### src/apn_pkg.sv
// apn_pkg: shared types and constants of the absolute path normalizer
// used by the channel interfaces, apn_front, apn_back and the top level
// no dependencies
package apn_pkg;

    // default sizes, overridable on the top level
    localparam int PATH_LEN_DEF = 4096;
    localparam int MAX_SEG_DEF  = 64;

    // fixed field widths of the channels
    localparam int CHAR_W = 8;
    localparam int RIDX_W = 12;
    localparam int OLEN_W = 12;

    // depth of the queue between front and back
    localparam int QUEUE_DEPTH = 2;

    localparam logic [CHAR_W-1:0] CHAR_SLASH = 8'h2F;
    localparam logic [CHAR_W-1:0] CHAR_DOT   = 8'h2E;

    // dot count of the segment being received
    localparam logic [1:0] DOTS_NONE = 2'd0;
    localparam logic [1:0] DOTS_ONE  = 2'd1;
    localparam logic [1:0] DOTS_TWO  = 2'd2;

    typedef enum logic {
        OP_CHAR = 1'b0,
        OP_READ = 1'b1
    } apn_op_t;

    typedef enum logic [1:0] {
        KIND_OTHER = 2'b00,
        KIND_SLASH = 2'b01,
        KIND_DOT   = 2'b10
    } apn_kind_t;

    // classified request as it sits in the queue
    typedef struct packed {
        apn_op_t            opcode;
        apn_kind_t          kind;
        logic [CHAR_W-1:0]  char_byte;
        logic               is_last;
        logic [RIDX_W-1:0]  read_index;
    } apn_item_t;

endpackage

### src/apn_in_if.sv
// apn_in_if: request channel of the path normalizer, valid/ready handshake
// depends on apn_pkg
interface apn_in_if;
    import apn_pkg::*;

    logic                valid;
    logic                ready;
    logic                opcode;
    logic [CHAR_W-1:0]   char_byte;
    logic                is_last;
    logic [RIDX_W-1:0]   read_index;

    modport source (output valid, output opcode, output char_byte, output is_last,
                    output read_index, input ready);
    modport sink   (input valid, input opcode, input char_byte, input is_last,
                    input read_index, output ready);
endinterface

### src/apn_front.sv
// apn_front: accepts requests, classifies the character and queues them
// depends on apn_pkg and apn_in_if
module apn_front (
    input  logic               clk,
    input  logic               rst_n,
    apn_in_if.sink             path_in,
    output apn_pkg::apn_item_t head,
    output logic               head_valid,
    input  logic               head_take
);
    import apn_pkg::*;

    localparam int QW = (QUEUE_DEPTH > 1) ? $clog2(QUEUE_DEPTH) : 1;
    localparam int NW = $clog2(QUEUE_DEPTH + 1);
    localparam logic [NW-1:0] FULL_CNT = NW'(QUEUE_DEPTH);
    localparam logic [QW-1:0] LAST_PTR = QW'(QUEUE_DEPTH - 1);

    apn_item_t         q_mem [QUEUE_DEPTH];
    logic [QW-1:0]     wr_ptr_reg, wr_ptr_next;
    logic [QW-1:0]     rd_ptr_reg, rd_ptr_next;
    logic [NW-1:0]     count_reg, count_next;
    logic              push;
    apn_item_t         new_item;

    always_comb
    begin
        new_item.opcode     = apn_op_t'(path_in.opcode);
        new_item.char_byte  = path_in.char_byte;
        new_item.is_last    = path_in.is_last;
        new_item.read_index = path_in.read_index;
        case (path_in.char_byte)
            CHAR_SLASH: new_item.kind = KIND_SLASH;
            CHAR_DOT:   new_item.kind = KIND_DOT;
            default:    new_item.kind = KIND_OTHER;
        endcase
    end

    assign path_in.ready = (count_reg != FULL_CNT);
    assign push          = path_in.valid && path_in.ready;
    assign head_valid    = (count_reg != '0);
    assign head          = q_mem[rd_ptr_reg];

    always_comb
    begin
        wr_ptr_next = wr_ptr_reg;
        rd_ptr_next = rd_ptr_reg;
        count_next  = count_reg;
        if (push)
        begin
            wr_ptr_next = (wr_ptr_reg == LAST_PTR) ? '0 : wr_ptr_reg + QW'(1);
        end
        if (head_take)
        begin
            rd_ptr_next = (rd_ptr_reg == LAST_PTR) ? '0 : rd_ptr_reg + QW'(1);
        end
        if (push && !head_take)
        begin
            count_next = count_reg + NW'(1);
        end
        else if (!push && head_take)
        begin
            count_next = count_reg - NW'(1);
        end
    end

    always_ff @(posedge clk or negedge rst_n)
    begin
        if (!rst_n)
        begin
            wr_ptr_reg <= '0;
            rd_ptr_reg <= '0;
            count_reg  <= '0;
        end
        else
        begin
            wr_ptr_reg <= wr_ptr_next;
            rd_ptr_reg <= rd_ptr_next;
            count_reg  <= count_next;
        end
    end

    always_ff @(posedge clk)
    begin
        if (push)
        begin
            q_mem[wr_ptr_reg] <= new_item;
        end
    end

`ifndef ASSERT_OFF
    // back end never pulls from an empty queue
    a_take_nonempty: assert property (@(posedge clk) disable iff (!rst_n)
        head_take |-> head_valid)
        else $error("queue popped while empty");

    // a push without a pop raises the occupancy by one
    a_count_track: assert property (@(posedge clk) disable iff (!rst_n)
        (push && !head_take) |=> (count_reg == $past(count_reg) + NW'(1)))
        else $error("queue count lost a push");

    a_count_bound: assert property (@(posedge clk) disable iff (!rst_n)
        count_reg <= FULL_CNT)
        else $error("queue count above depth");
`endif

endmodule

### src/flat_wrapper.sv
// flat-port wrapper written by rule: the top's interface ports become plain ports
module apn_front_flat import apn_pkg::*;
  (clk, rst_n, head, head_valid, head_take, path_in_valid, path_in_opcode, path_in_char_byte, path_in_is_last, path_in_read_index, path_in_ready);
  apn_in_if path_in_i ();
  input  logic clk;
  input  logic rst_n;
  output apn_pkg::apn_item_t head;
  output logic head_valid;
  input  logic head_take;
  input wire logic [$bits(path_in_i.valid)-1:0] path_in_valid;
  input wire logic [$bits(path_in_i.opcode)-1:0] path_in_opcode;
  input wire logic [$bits(path_in_i.char_byte)-1:0] path_in_char_byte;
  input wire logic [$bits(path_in_i.is_last)-1:0] path_in_is_last;
  input wire logic [$bits(path_in_i.read_index)-1:0] path_in_read_index;
  output wire logic [$bits(path_in_i.ready)-1:0] path_in_ready;
  assign path_in_i.valid = path_in_valid;
  assign path_in_i.opcode = path_in_opcode;
  assign path_in_i.char_byte = path_in_char_byte;
  assign path_in_i.is_last = path_in_is_last;
  assign path_in_i.read_index = path_in_read_index;
  assign path_in_ready = path_in_i.ready;
  apn_front u_core (.clk(clk), .rst_n(rst_n), .path_in(path_in_i), .head(head), .head_valid(head_valid), .head_take(head_take));
endmodule
### config.mk
export PLATFORM = sky130hd
export DESIGN_NAME = apn_front_flat
export DESIGN_NICKNAME = d
export VERILOG_FILES = /design/src/apn_pkg.sv /design/src/apn_in_if.sv /design/src/apn_front.sv /design/src/flat_wrapper.sv
export SDC_FILE = /design/constraint.sdc
export NUM_CORES = 1
export LEC_CHECK = 0
export BUFFER_PORTS_ARGS = -buffer_cell sky130_fd_sc_hd__buf_4
export CORE_ASPECT_RATIO = 2
export CORE_MARGIN = 2
export CORE_UTILIZATION = 56
export CTS_CLUSTER_DIAMETER = 150
export DETAILED_ROUTE_END_ITERATION = 7
export PLACE_DENSITY_LB_ADDON = 0.2
export REMOVE_ABC_BUFFERS = 1
export SLEW_MARGIN = 20
export SYNTH_ARGS = -nofsm -noshare
export SYNTH_HDL_FRONTEND = slang
export SYNTH_SLANG_ARGS = --single-unit
### constraint.sdc
create_clock -name clk -period 5.05 [get_ports clk]
set_input_delay 1.01 -clock clk [delete_from_list [all_inputs] [get_ports clk]]
set_output_delay 1.01 -clock clk [all_outputs]
set_load 0.005 [all_outputs]
==> impl_summary.md <==
Worst setup path
The cell family with the largest share of critical-path delay is flip-flops. The arrival time at the worst endpoint is 1770 ps. The launch point of the worst path is u_core.rd_ptr_reg. The type of element launching the critical path is a flip-flop.

The depth of the worst register-to-register path is 3. Of all nets on the critical path, the largest fanout is 19. The critical path is of the flip-flop to primary output type. Walking the worst path, the cells encountered are buf_4 -> mux2_2 -> buf_4. The most critical setup path has its endpoint at head[6].

The total buffers and inverters traversed by the critical path is 2. The worst register-to-register path begins at u_core.count_reg[0]. By instance count, the cell type seen most on the critical path is buf_4.

The slowest stage of the critical path is the dfrtp_1 cell. The number of gates on the worst path with buffers counted is 3. The biggest cell delay along the critical path is 550 ps. The endpoint class of the critical path is a primary output. STA puts the critical path data required time at 4040 ps. The terminus of the critical flop-to-flop path is u_core.q_mem[0][10]. Setup slack on the worst reg-to-reg path comes out at 3390 ps.

CTS
The quantity of gates resized following cts is 0. The later pin in the worst-skew pair is clocked with a latency of 290 ps. TritonCTS built the clock tree. The clock net in this run drives a total of 52 sinks. In this run the post-CTS setup repair buffer count came out at 0.

The H-tree was split into 2 levels. The tree is rooted in a clkbuf_8. The clock buffer count from CTS is 5. The longest clock path from root to sink contains 2 buffers. The number of hold buffers added after CTS was 0.

The clock transition at the register clock pins on the worst setup and hold paths after CTS is 90 ps.

Timing
The worst path in the final design needs a cycle of 2780 ps, including I/O delays and setup. The post-route worst setup slack is 2270 ps. Setup repair after global routing left no endpoint under its margin.

Hold is met by 491 ps. The final hold violation count was 0. The number of slew-limit violations in the final report is 0. Setup violations remaining at the end of the flow were counted as 0. For the pin with the worst max-slew slack, the measured transition is 694 ps. The total negative slack for setup checks is 0 ps.

The portion of the clock cycle consumed by the worst path in the final layout is 55.0%. The tightest slew margin relative to the limit is 53.6%. The clock skew after layout is 6.80 ps. Static timing analysis puts the maximum clock frequency at 360 MHz.

Synth
By area the synthesized netlist is led by edfxtp_1 70%, mux2_4 14%, dfrtp_1 4.9%. The area of the mapped netlist is 2060 µm². Synthesis instantiated 17 different standard cells from the library. The most used flip-flop cell after synthesis is edfxtp_1.

The biggest area contributor in the post-synthesis netlist is edfxtp_1. The part of the Yosys area used for sequential elements is 74.8%. The count of flip-flops with a built-in enable after synthesis is 48.

The flip-flop and latch count after synthesis is 52. The synthesized area per cell is 21.0 µm². edfxtp_1 is the most common cell in the netlist. The count of mapped cells out of synthesis is 98. The share of the synthesized area in the top cell type is 70.0%.

The async set or reset register ratio after synthesis is 7.69%. The synthesis warning total is 0. After synthesis, the most frequently instantiated cells are 48 x edfxtp_1, 19 x mux2_4, 5 x mux2_2, 4 x dfrtp_1, 3 x xor2_1.

Floorplanning
The initial cell density of the core is 57.7%. The floorplan step defined a core boundary enclosing 3570 µm². The I/O pin count is 52. The vertical extent of the die is 89.8 µm. The die area is 4210 µm². The floorplan has 31 rows. In this run the horizontal extent of the chip is 46.9 µm.

Finish
The total inserted antenna cells is 0. The share of cells above drive strength 1 is 55.5%. From synthesis to final layout, the design area changed by 24.7%. After routing the design area is 2570 µm². The number of flip-flops under the largest register name is 48. The number of filler cells placed in the layout is 255. The total number of nets in the final design is 181.

Global routing
The all-layer global routing usage is 15.4%. The via count of the first global-routing pass is 1078. After global routing the overflow that remains totals 0. Entering global routing, the biggest net connects 25 pins. The initial antenna violation count is 0.

The wire length of the first global-routing pass is 4.56 mm.

Detailed routing
For this run, design rule violations remaining after detail routing come to 0. The ratio of routed vias to standard cells is 4.97. The count of antenna-violating nets left after detailed routing is 0. Detailed routing placed a total of 180 µm of wire on met3. The met1 layer wirelength in the final routing is 1.01 mm. The highest signal layer in the routed design is met4. The total routed wirelength is 2.99 mm. The detailed-route via count is 1014. The first detailed-routing pass ran for 4 iterations. Summed over all nets, wire length on met2 after detailed routing comes to 1.72 mm. In the final routed layout, each cell accounts on average for 14.6 µm.

The first routing iteration left 10 violations.

Placed design
The HPWL reported at the end of detailed placement is 2.14 mm. The placed instance area is 2460 µm². At the end of routability-driven placement, the weighted congestion stood at 0.697.

The number of buffers inserted by port buffering is 51. OpenSTA, run right after detailed placement, puts the worst setup slack at 2510 ps.

Power
The part of the power in the clock network is 18.1%. The combinational share of power is 34.6%. The internal power is 1000 µW. The total net switching power is 351 µW. IR analysis of the VDD net gives a maximum drop of 0.458 mV.

In this run the static leakage power is 0.00103 µW. The net switching share of the total power is 25.9%. The total power density per cell area is 527 nW/µm². Of the total power, registers draw 47.3%.

Run status
The flow ran to the end, and the final reports show no timing, DRC or antenna violations.

Hold path
In this run the worst hold path is classified as input port to async pin.

Flow run
Max-cap violations in this run came to 0.
[worst min path at each step]
stage,to,slack (ps),depth (start not counted)
2_1_floorplan,u_core.count_reg[1],460,1
3_3_place_gp,u_core.count_reg[1],480,1
3_5_place_dp,u_core.count_reg[1],500,1
4_1_cts,u_core.count_reg[1],480,1
5_1_grt,u_core.count_reg[1],480,1
6_report,u_core.count_reg[1],490,1
[metal layers]
| layer | vias to the layer above | track usage (%) |
|---|---|---|
| li1 | 483 | - |
| met1 | 486 | 15.0 |
| met2 | 38 | 27.1 |
| met3 | 7 | 4.02 |
| met4 | 0 | 8.10 |
| met5 | - | 0 |
[cell type report]
type / count / area [µm²] / share of cell area, %
clock buffers: 8 / 100 / 3.90
inverters: 2 / 7.51 / 0.292
multi-input cells: 41 / 468 / 18.2
flip-flops and latches: 52 / 1540 / 60.0
well taps: 49 / 61.3 / 2.39
repair buffers: 52 / 390 / 15.2
[power groups by stage]
stage	combinational, µW	clock (µW)	sequential, µW
finish	468	245	640
global route	507	267	648
CTS	475	250	643
detailed placement	474	0	652
global placement	462	0	642
floorplan	248	0	665
[cells in the final DEF, fill, tap and decap left out]
cell and instances:
edfxtp_1 48, inv_1 2, clkbuf_1 1, nand2b_1 2, clkbuf_8 7, and3_2 1, ha_1 1, nor2_4 1
mux2_4 19, xor2_1 3, nor2_1 1, mux2_2 5, dfrtp_1 4, buf_4 52, xnor2_1 2, nor4_1 2
nand2_1 2, or2_2 1, nand4b_1 1
[metrics by stage]
step,utilization (%),total power [µW],instances
final,72.0,1350,204
after global routing,72.0,1420,204
after CTS,71.8,1370,204
after detailed placement,69.0,1130,196
after global placement,69.0,1100,196
after floorplan,-,913,95
[cells by family after synthesis]
group                      Yosys count  synth area share, %
xor gates and xnor gates             5                 2.13
adders and majority gates            1                0.607
buffers and inverters                5                 2.86
DFF                                 52                 74.8
muxes                               24                 16.6
and+or+nand+nor                     11                 2.98
(Power assumes the default switching activity.)
